===== src/sv/bdm_ram.sv =====
module bdm_ram #(
    parameter int WIDTH = 8,
    parameter int DEPTH = 16
) (
    input  logic                     clk,
    input  logic                     wr_en,
    input  logic [$clog2(DEPTH)-1:0] wr_addr,
    input  logic [WIDTH-1:0]         wr_data,
    input  logic                     rd_en,
    input  logic [$clog2(DEPTH)-1:0] rd_addr,
    output logic [WIDTH-1:0]         rd_data
);

    logic [WIDTH-1:0] mem [DEPTH];
    logic [WIDTH-1:0] rd_data_reg;

    // One write port, one registered read port; data holds without a read.
    always_ff @(posedge clk) begin
        if (wr_en) begin
            mem[wr_addr] <= wr_data;
        end
        if (rd_en) begin
            rd_data_reg <= mem[rd_addr];
        end
    end

    assign rd_data = rd_data_reg;

endmodule


===== config.mk =====
export PLATFORM = sky130hd
export DESIGN_NAME = bdm_ram
export DESIGN_NICKNAME = d
export VERILOG_FILES = /design/src/sv/bdm_ram.sv
export SDC_FILE = /design/constraint.sdc
export NUM_CORES = 1
export LEC_CHECK = 0
export BUFFER_PORTS_ARGS = -buffer_cell sky130_fd_sc_hd__buf_2
export CAP_MARGIN = 0
export CELL_PAD_IN_SITES_DETAIL_PLACEMENT = 1
export CELL_PAD_IN_SITES_GLOBAL_PLACEMENT = 2
export CORE_MARGIN = 2
export CORE_UTILIZATION = 45
export CTS_CLUSTER_DIAMETER = 200
export DETAILED_ROUTE_END_ITERATION = 10
export PLACE_DENSITY_LB_ADDON = 0.1
export SLEW_MARGIN = 20
export SYNTH_ARGS = -nofsm -noshare
export SYNTH_HDL_FRONTEND = slang
export SYNTH_SLANG_ARGS = --single-unit
export TNS_END_PERCENT = 10

===== constraint.sdc =====
create_clock -name clk -period 4.9 [get_ports clk]
set_input_delay 0.245 -clock clk [delete_from_list [all_inputs] [get_ports clk]]
set_output_delay 0.245 -clock clk [all_outputs]
set_load 0.005 [all_outputs]

# [After elaboration in Yosys (flattened, before gate mapping)]
# Memories as Yosys holds them, arrays and structs flattened. A register that Yosys moved wholly into a read port is not among the register bits.
# Index checks and enable logic that the tools add are counted.
[word_totals] output_inout_bits=8 reg_bits=0 latchBits=0 mem_bits_ro=0 n_memories=1 word_cells=3 in_bits=19 ramBits=128
[op_classes] n_addsub=0 mux=2 div_mod_pow=0 shift=0 order_cmp=0 eq_ne=0 reduce_logical=0 mul=0 bitwise=0
[mem_list] name="mem" depth=16 width=8 rd=1 rd_ports_with_merged_regs=1 write_ports=1 line_no="14" rtl="logic [WIDTH-1:0] mem [DEPTH];"
[op_table] cell="1-bit two-way mux" n=2

# [Logic depth before layout (Yosys ltp)]
# Gate-level depths: netlist of run 1.
[depth] ltp_word=2 ltp_mapped=5 depth_no_buf=3

# [Worst setup path after synthesis of run 1]
# No wires, ideal clock.
[synth_timing] path_type="input to register" from="input wr_addr[2]" to="memory mem[0][0] (enable)" t_required_ns=4.517 slack_ns=3.162 t_arrival_ns=1.355 cell_stages=2 path_buffers=0 setup_time_ns=0.383 cell_sequence="or3b_2 > nor3_1"
[synth_lines] element="start, declared" line_no="7" rtl="input logic [$clog2(DEPTH)-1:0] wr_addr,"
[synth_lines] element="end, declared" line_no="14"
# Straight into the memory's write port.

==> summary.md, run 1 <==
| Metric | Value |
|---|---|
| Pwr dens | `about 460 mW/mm^2` |
| Largest area contributor in the netlist | `edfxtp_1` |
| H-tree depth | `4` |
| Chip width | `112 um` |
| Pins Over Slew Limit | `0` |
| Wire per inst | `roughly 25 um` |
| Number of synthesized flops with an enable pin | `around 140` |
| Max-cap violations | `0` |
| Cts hold-fix bufs | `0` |
| Outcome | `complete, no violations` |
| Fraction of registers with async set/reset | `0%` |
| DRT antenna net count | `0` |
| Count leader, synth | `edfxtp_1` |
| Worst EP arrival | `1740 ps` |
| Main synth FF type | `edfxtp_1` |
| Post-route insts no fill | `422` |
| HP Start | `wr_data[1]` |
| Remaining Overflow, GRT | `0` |
| IO buf count | `26` |
| Mean number of vias per cell | `5.67` |
| Worst Setup SP | `rd_addr[0]` |
| Final setup viols | `0` |
| Peak supply drop | `0.000239 V` |
| Initial antenna violation count | `0` |
| F_max | `633 MHz` |
| Clock slew at reported path FFs | `~60 ps` |
| RR Startpoint | `mem[9][3]$_DFFE_PP_` |
| Worst-path cell chain | `buf_4 -> mux4_1 -> a22oi_1 -> nand2_1` |
| # DRC | `0` |
| Max reg flops | `128` |
| Num CTS Buffers | `17` |
| Syn_nets | `about 250` |
| Vias in the first global route | `about 2.5k` |
| Seq/Total Area, Yosys | `roughly 80%` |
| Initial DRT Pass Iterations | `4` |
| Largest net degree at the start of global routing | `33` |
| CTS tree | `done` |
| Worst slew pin tran | `slightly below 1000 ps` |
| Setup TNS | `0 ps` |
| RSZ-0062 raised after global routing | `no` |
| Placer Congestion | `0.684` |
| Worst hold path class | `primary input to flop` |
| DR vias | `between 2k and 2.5k` |
| Netlist Area Pre-Place | `0.00523 mm^2` |
| Layout area overhead | `17.4%` |
| Die height | `112 um` |
| Max Clock Skew | `8.89 ps` |
| First-pass GRT wire length | `approximately 16000 um` |
| Commonest cells post-synth | `edfxtp_1 (136), mux4_2 (18), a22oi_1 (16)` |
| Synthesized flop and latch total | `around 140` |
| Crit-path max FO | `32` |
| WP data required | `5060 ps` |
| Nets | `285` |
| Pleak | `2.04 nW` |
| Critical path class | `primary input to flop` |
| Synth warnings | `0` |
| Final Critical Period | `about 1600 ps` |
| Area contributors post-synth | `edfxtp_1 (78%), mux4_2 (7.8%), mux4_1 (7.0%), a22oi_1 (2.3%), nor2_1 (0.93%)` |
| Cells after Synth | `229` |
| Clock root buffer | `clkbuf_16` |
| ANT cells | `0` |
| Post-DP HPWL | `6560 um` |
| Synth cell types | `18` |
| Worst slew margin | `between 30% and 40%` |
| Clock Path Buffers | `2` |
| Die ar. | `0.0125 mm^2` |
| Site Rows | `39` |
| Critical Path Start Type | `primary input` |
| CTS resizes | `0` |
| DRT Wirelength | `10700 um` |
| Num Clock Sinks | `136` |
| Hold Vio Cnt, Final | `0` |
| Clk_lat worst skew | `approximately 420 ps` |
| Top Ports | `27` |
| Initial Util | `46.0%` |
| Crit share post-route | `32.3%` |
| Core Area | `0.0114 mm^2` |
| Post-CTS setup repair buffer count | `0` |
| Placed cells | `390` |
| Crit. End Element | `flop` |
| Avg Inst Size Synth | `approximately 23 um^2` |
| Gr usage total | `18.8%` |
| Slowest CP cell | `mux4_1` |
| Post-synth top area share | `between 70% and 80%` |
| Crit path largest cell delay | `660 ps` |
| Layout cell share with drive strength beyond 1 | `28.0%` |
| DRT iter0 DRCs | `197` |
==> per-stage QoR <==
step	total power [mW]	area [um^2]	worst slack (ps)	hold slack [ps]	util (%)
5_1_grt	2.93	6140	3190	212	54.0
6_report	2.85	6140	3320	221	54.0
2_1_floorplan	1.41	5230	3160	344	-
3_5_place_dp	1.46	5480	2410	637	48.2
4_1_cts	2.87	6130	2850	213	54.0
3_3_place_gp	1.46	5480	2420	642	48.2
==> cells in the final DEF, fill, tap and decap left out <==
master      instances
nand2_1             9
nand3_1             1
nand2b_1            2
clkinv_2            2
clkinv_1            1
buf_4               3
nand3b_1            2
a22oi_1            16
and2_1              1
buf_2              25
nor2_1             13
mux4_1             14
bufinv_16           6
nor3_2              2
or3b_2              1
clkinvlp_4          2
clkinv_4            2
and2b_1             1
nor3_1              2
nor2b_1             1
edfxtp_1          136
clkbuf_1            2
mux4_2             18
clkbuf_16          17
==> final cells by class <==
| type | instances | area [um^2] |
|---|---|---|
| clock inverters | 13 | 226 |
| repair buffers | 28 | 148 |
| well taps | 143 | 179 |
| fillers | 1000 | 5230 |
| clock buffers | 19 | 433 |
| flip-flops and latches | 136 | 4080 |
| multi-input cells | 83 | 1070 |
==> kinds of logic after synthesis <==
group	after synthesis	share of synthesized area, %
buffers and inverters	10	1.65
flip-flops	136	78.1
multiplexers	32	14.8
AND/OR/NAND/NOR	35	3.14
AO/OA/AOI/OAI	16	2.30
==> path summary, 6_finish.rpt <==
| kind | slack [ps] | cells after the start | endpoint |
|---|---|---|---|
| worst max-delay path | 3320 | 4 | rd_data[2]$_DFFE_PP_ |
| worst min-delay path | 220 | 1 | mem[12][1]$_DFFE_PP_ |
| worst max register to register | 3390 | 3 | rd_data[3]$_DFFE_PP_ |
| worst min register to register | 760 | 3 | rd_data[3]$_DFFE_PP_ |
==> critical path, delay by kind of cell <==
family	cells	cell delay, ps
mux	1	660
compound gates	1	260
buf+inv	1	470
simple gates	1	70
==> layer usage <==
metal	routed length (um)	part of all wire (%)	vias to the layer above	global-route usage, %
li1	-	-	1051	-
met1	4930	46	1249	26.3
met2	5100	48	72	28.4
met3	505	4.7	19	4.52
met4	195	1.8	0	8.81
met5	0	0	-	0
==> power breakdown <==
part	leakage [nW]	total [mW]	internal, mW	switching [mW]
Sequential	1.24	1.32	1.31	0.00761
Clock	0.315	1.42	0.951	0.465
Combinational	0.487	0.114	0.0456	0.0686
No activity file was read; power rests on OpenSTA's default activity.
==> run 2, diff against run 1 <==
==> constraint.sdc (replaced) <==
create_clock -name clk -period 1.5 [get_ports clk]
set_input_delay 0.075 -clock clk [delete_from_list [all_inputs] [get_ports clk]]
set_output_delay 0.075 -clock clk [all_outputs]
set_load 0.005 [all_outputs]
==> summary.md, run 2 (synthesis gave the netlist of run 1 again) <==
| Metric | Value |
|---|---|
| Clk_lat worst skew | `420 ps` |
| Max Clock Skew | `~5.8 ps` |
| Post-CTS setup repair buffer count | `0` |
| Die ar. | `0.0125 mm^2` |
| DR vias | `2460` |
| Overall power | `8.35 mW` |
| Most common cell after layout, fill and taps aside | `edfxtp_1` |
| CTS resizes | `2` |
| Hold Vio Cnt, Final | `0` |
| Layout area overhead | `18.7%` |
| Num CTS Buffers | `17` |
| Max-cap violations | `0` |
| Clock slew at reported path FFs | `50 ps` |
| Die height | `~110 um` |
| Post-route insts no fill | `440` |
| Peak supply drop | `0.00112 V` |
| Pleak | `2.09 nW` |
| Crit share post-route | `96.7%` |
| RSZ-0062 raised after global routing | `yes` |
| Crit path largest cell delay | `520 ps` |
| Worst slew pin tran | `861 ps` |
| Initial DRT Pass Iterations | `4` |
| Core Area | `0.0114 mm^2` |
| Top Ports | `27` |
| Site Rows | `39` |
| Crit. End Element | `flop` |
| Cts hold-fix bufs | `0` |
| Mean number of vias per cell | `5.59` |
| Worst hold path class | `primary input to flop` |
| Remaining Overflow, GRT | `0` |
| Wire per inst | `24.0 um` |
| Placer Congestion | `roughly 0.7` |
| Layout cell share with drive strength beyond 1 | `between 30% and 40%` |
| Outcome | `complete, no violations` |
| Worst-path cell chain | `mux4_1 -> a22oi_1 -> nand2_1` |
| Buf+Inv Stages, Crit Path | `0` |
| H-tree depth | `4` |
| Initial Util | `between 40% and 50%` |
| Worst slew margin | `42.4%` |
| CP top delay family | `multiplexers` |
| Clock root buffer | `clkbuf_16` |
| Pins Over Slew Limit | `0` |
| Num Clock Sinks | `136` |
| ANT cells | `0` |
| Gr usage total | `18.7%` |
| Pwr dens | `1350 mW/mm^2` |
| Worst EP arrival | `1610 ps` |
| Placed cells | `410` |
| Critical path class | `flop to flop` |
| Chip width | `112 um` |
| Vias in the first global route | `2601` |
| Post-DP HPWL | `7050 um` |
| Crit-path max FO | `1` |
| Nets | `around 310` |
| Clock Path Buffers | `2` |
| WP data required | `1660 ps` |
| F_max | `690 MHz` |
| Highest-count cells in the layout ignoring fill and taps | `edfxtp_1 (136), buf_2 (26), mux4_2 (19)` |
| Max reg flops | `128` |
| Critical Path Start Type | `flop` |
| # DRC | `0` |
| DRT Wirelength | `10600 um` |
| Worst hold slack | `38.0 ps` |
| Final setup viols | `0` |
| Initial antenna violation count | `0` |
| Largest net degree at the start of global routing | `19` |
| DRT antenna net count | `0` |
| First-pass GRT wire length | `16400 um` |
| DRT iter0 DRCs | `approximately 130` |
| CTS tree | `done` |
| Slowest CP cell | `mux4_1` |
| Final Critical Period | `1450 ps` |
| IO buf count | `26` |
-- run 2: cell count changes in the layout (fill, tap and decap cells not counted), moves of 2 or more --
cell,previous run,this run
clkbuf_1,2,8
a22oi_2,0,4
a22oi_1,16,12
buf_12,0,5
buf_4,3,17
clkinv_4,2,0
bufinv_16,6,1
-- run 2: area by class of cell --
| cell class | count | area, um^2 |
|---|---|---|
| repair buffers | 48 | 358 |
| well taps | 143 | 179 |
| clock buffers | 25 | 455 |
| multi-input cells | 83 | 1080 |
| clock inverters | 5 | 50.0 |
| fillers | 998 | 5160 |
| flip-flops and latches | 136 | 4080 |
-- run 2: final timing paths --
check | from | end | slack (ps) | depth (start not counted)
worst max-delay path | mem[1][0]$_DFFE_PP_ | rd_data[0]$_DFFE_PP_ | 50 | 3
worst min-delay path | wr_data[5] | mem[10][5]$_DFFE_PP_ | 40 | 1
worst max register to register | mem[1][0]$_DFFE_PP_ | rd_data[0]$_DFFE_PP_ | 50 | 3
worst min register to register | mem[7][2]$_DFFE_PP_ | rd_data[2]$_DFFE_PP_ | 740 | 3
-- run 2: metrics by stage --
step                      instance area [um^2]  setup TNS [ps]  worst slack [ps]  util (%)
final                                     6200               0              49.8      54.6
after global routing                      6200           -10.6             -10.6      54.6
after CTS                                 6200               0              15.1      54.5
after detailed placement                  5680            -830              -168      50.0
after global placement                    5680            -698              -148      50.0
after floorplan                           5230               0               143         -
-- run 2: worst reg2reg max path, cell delays in order, from the launching register on --
cell	delay (ps)
edfxtp_1	360
mux4_1	520
a22oi_1	210
nand2_1	90
-- run 2: per-layer routing --
| metal | wire length (um) | vias to the layer above | GRT usage [%] |
|---|---|---|---|
| met5 | 0 | - | 0 |
| met4 | 119 | 0 | 5.19 |
| met1 | 4790 | 1300 | 25.6 |
| met2 | 5190 | 59 | 29.0 |
| met3 | 447 | 11 | 6.75 |
| li1 | - | 1090 | - |
-- run 2: power by group --
group          switching [mW]  internal (mW)  leakage (nW)
Combinational           0.233          0.186         0.610
Sequential             0.0235           4.29          1.24
Clock                    1.38           2.24         0.240
Total                    1.64           6.71          2.09
==> run 3, diff against run 2 <==
--- a/config.mk
+++ b/config.mk
@@ -14,6 +14,8 @@
 export CTS_CLUSTER_DIAMETER = 200
 export DETAILED_ROUTE_END_ITERATION = 10
 export PLACE_DENSITY_LB_ADDON = 0.1
+export RECOVER_POWER = 100
+export SKIP_CTS_REPAIR_TIMING = 1
 export SLEW_MARGIN = 20
 export SYNTH_ARGS = -nofsm -noshare
 export SYNTH_HDL_FRONTEND = slang
==> summary.md, run 3 (synthesis gave the netlist of run 1 again) <==
| Metric | Value |
|---|---|
| Switching share of power | `19.6%` |
| # DRC | `0` |
| Initial Util | `46.0%` |
| Clock slew at reported path FFs | `50 ps` |
| IO buf count | `26` |
| Seq pwr share | `about half` |
| Psw | `1.63 mW` |
| Mean number of vias per cell | `5.56` |
| Final setup viols | `0` |
| Die ar. | `around 0.012 mm^2` |
| Top Ports | `27` |
| Fillers | `1005` |
| Clock root buffer | `clkbuf_16` |
| Critical path class | `flop to flop` |
| Initial DRT Pass Iterations | `4` |
| Wire per inst | `24.1 um` |
| DRT antenna net count | `0` |
| F_max | `676 MHz` |
| Max reg flops | `roughly 130` |
| P_int | `6.70 mW` |
| Worst slew pin tran | `860 ps` |
| Peak supply drop | `0.00113 V` |
| Combinational Power Share | `between 4 and 5%` |
| Pwr dens | `1360 mW/mm^2` |
| Most common cell after layout, fill and taps aside | `edfxtp_1` |
| Num Clock Sinks | `136` |
| Pins Over Slew Limit | `0` |
| Site Rows | `39` |
| Clock Power Share | `43.4%` |
| Clk_lat worst skew | `410 ps` |
| Vias in the first global route | `2603` |
| Largest net degree at the start of global routing | `19` |
| Remaining Overflow, GRT | `0` |
| Pleak | `1.98 nW` |
| Slowest CP cell | `mux4_1` |
| Crit. End Element | `flop` |
| Nets | `approximately 300` |
| Highest-count cells in the layout ignoring fill and taps | `edfxtp_1 (136), clkbuf_1 (39), mux4_2 (18)` |
| First-pass GRT wire length | `approximately 16000 um` |
| WP data required | `1660 ps` |
| Crit-path max FO | `1` |
| CTS tree | `done` |
| Max-cap violations | `0` |
| H-tree depth | `4` |
| Worst-path cell chain | `mux4_1 -> a22oi_2 -> nand2_1` |
| Reg area | `0.00408 mm^2` |
| Max Clock Skew | `between 6 and 7 ps` |
| Hold Vio Cnt, Final | `0` |
| Clock Path Buffers | `2` |
| Layout area overhead | `17.2%` |
| DRT Wirelength | `10600 um` |
| Crit path largest cell delay | `540 ps` |
| Outcome | `complete, no violations` |
| RSZ-0062 raised after global routing | `yes` |
| Worst slew margin | `a little over two fifths` |
| ANT cells | `0` |
| Final Critical Period | `1480 ps` |
| Placed cells | `410` |
| Critical Path Start Type | `flop` |
| Core Util, Final | `between 50% and 60%` |
| Multi-input gate area | `roughly 0.0011 mm^2` |
| DR vias | `2445` |
| Layout cell share with drive strength beyond 1 | `about a fifth` |
| Chip width | `112 um` |
| Reg2Reg Setup Slack | `20 ps` |
| Crit share post-route | `98.7%` |
| Post-DP HPWL | `7050 um` |
| Die height | `between 100 and 150 um` |
| Initial antenna violation count | `0` |
| Worst hold path class | `primary input to flop` |
| Num CTS Buffers | `17` |
| Post-route insts no fill | `440` |
| DRT iter0 DRCs | `128` |
| Gr usage total | `18.7%` |
| Core Area | `0.0114 mm^2` |
| Placer Congestion | `0.706` |
| Worst EP arrival | `approximately 1600 ps` |
## run 3: per-stage QoR
| step | worst slack, ps | instance area [um^2] | power, mW | hold slack (ps) | TNS, ps |
|---|---|---|---|---|---|
| 5_1_grt | -10.7 | 6120 | 8.62 | 185 | -12.5 |
| 2_1_floorplan | 143 | 5230 | 4.59 | 174 | 0 |
| 3_3_place_gp | -148 | 5680 | 4.79 | 465 | -698 |
| 3_5_place_dp | -168 | 5680 | 4.81 | 463 | -830 |
| 4_1_cts | -23.8 | 6190 | 8.43 | 17.4 | -41.3 |
| 6_report | 20.0 | 6120 | 8.34 | 162 | 0 |
## run 3: layout make-up
type	instances	share of cell area [%]
tap	143	2.92
sequential	136	66.7
multi-input combinational	83	17.6
clock inverter	5	0.817
timing repair buffer	48	4.56
clock buffer	25	7.44
## run 3: path summary, 6_finish.rpt
kind                  startpoint                    to  cells after the start
min                   wr_data[5]  mem[10][5]$_DFFE_PP_                      1
max reg2reg  mem[9][4]$_DFFE_PP_  rd_data[4]$_DFFE_PP_                      3
max          mem[9][4]$_DFFE_PP_  rd_data[4]$_DFFE_PP_                      3
min reg2reg  mem[7][2]$_DFFE_PP_  rd_data[2]$_DFFE_PP_                      3
## run 3: worst max-delay path: cells and delay by family (launching register included)
| kind | cells | cell delay [ps] |
|---|---|---|
| muxes | 1 | 540 |
| DFF | 1 | 360 |
| AOI/OAI and AO/OA | 1 | 240 |
| and+or+nand+nor | 1 | 80 |
## run 3: layer usage
| layer | wire (um) | GRT usage [%] | vias up |
|---|---|---|---|
| met5 | 0 | 0 | - |
| met2 | 5160 | 28.9 | 49 |
| met4 | 129 | 5.19 | 0 |
| li1 | - | - | 1092 |
| met1 | 4930 | 25.4 | 1292 |
| met3 | 374 | 6.75 | 12 |
## run 3: power by group through the flow
stage | logic [mW] | clock network [mW] | registers, mW
final | 0.406 | 3.62 | 4.31
after global routing | 0.442 | 3.86 | 4.32
after CTS | 0.421 | 3.70 | 4.31
after detailed placement | 0.420 | 0 | 4.39
after global placement | 0.411 | 0 | 4.38
after floorplan | 0.216 | 0 | 4.38
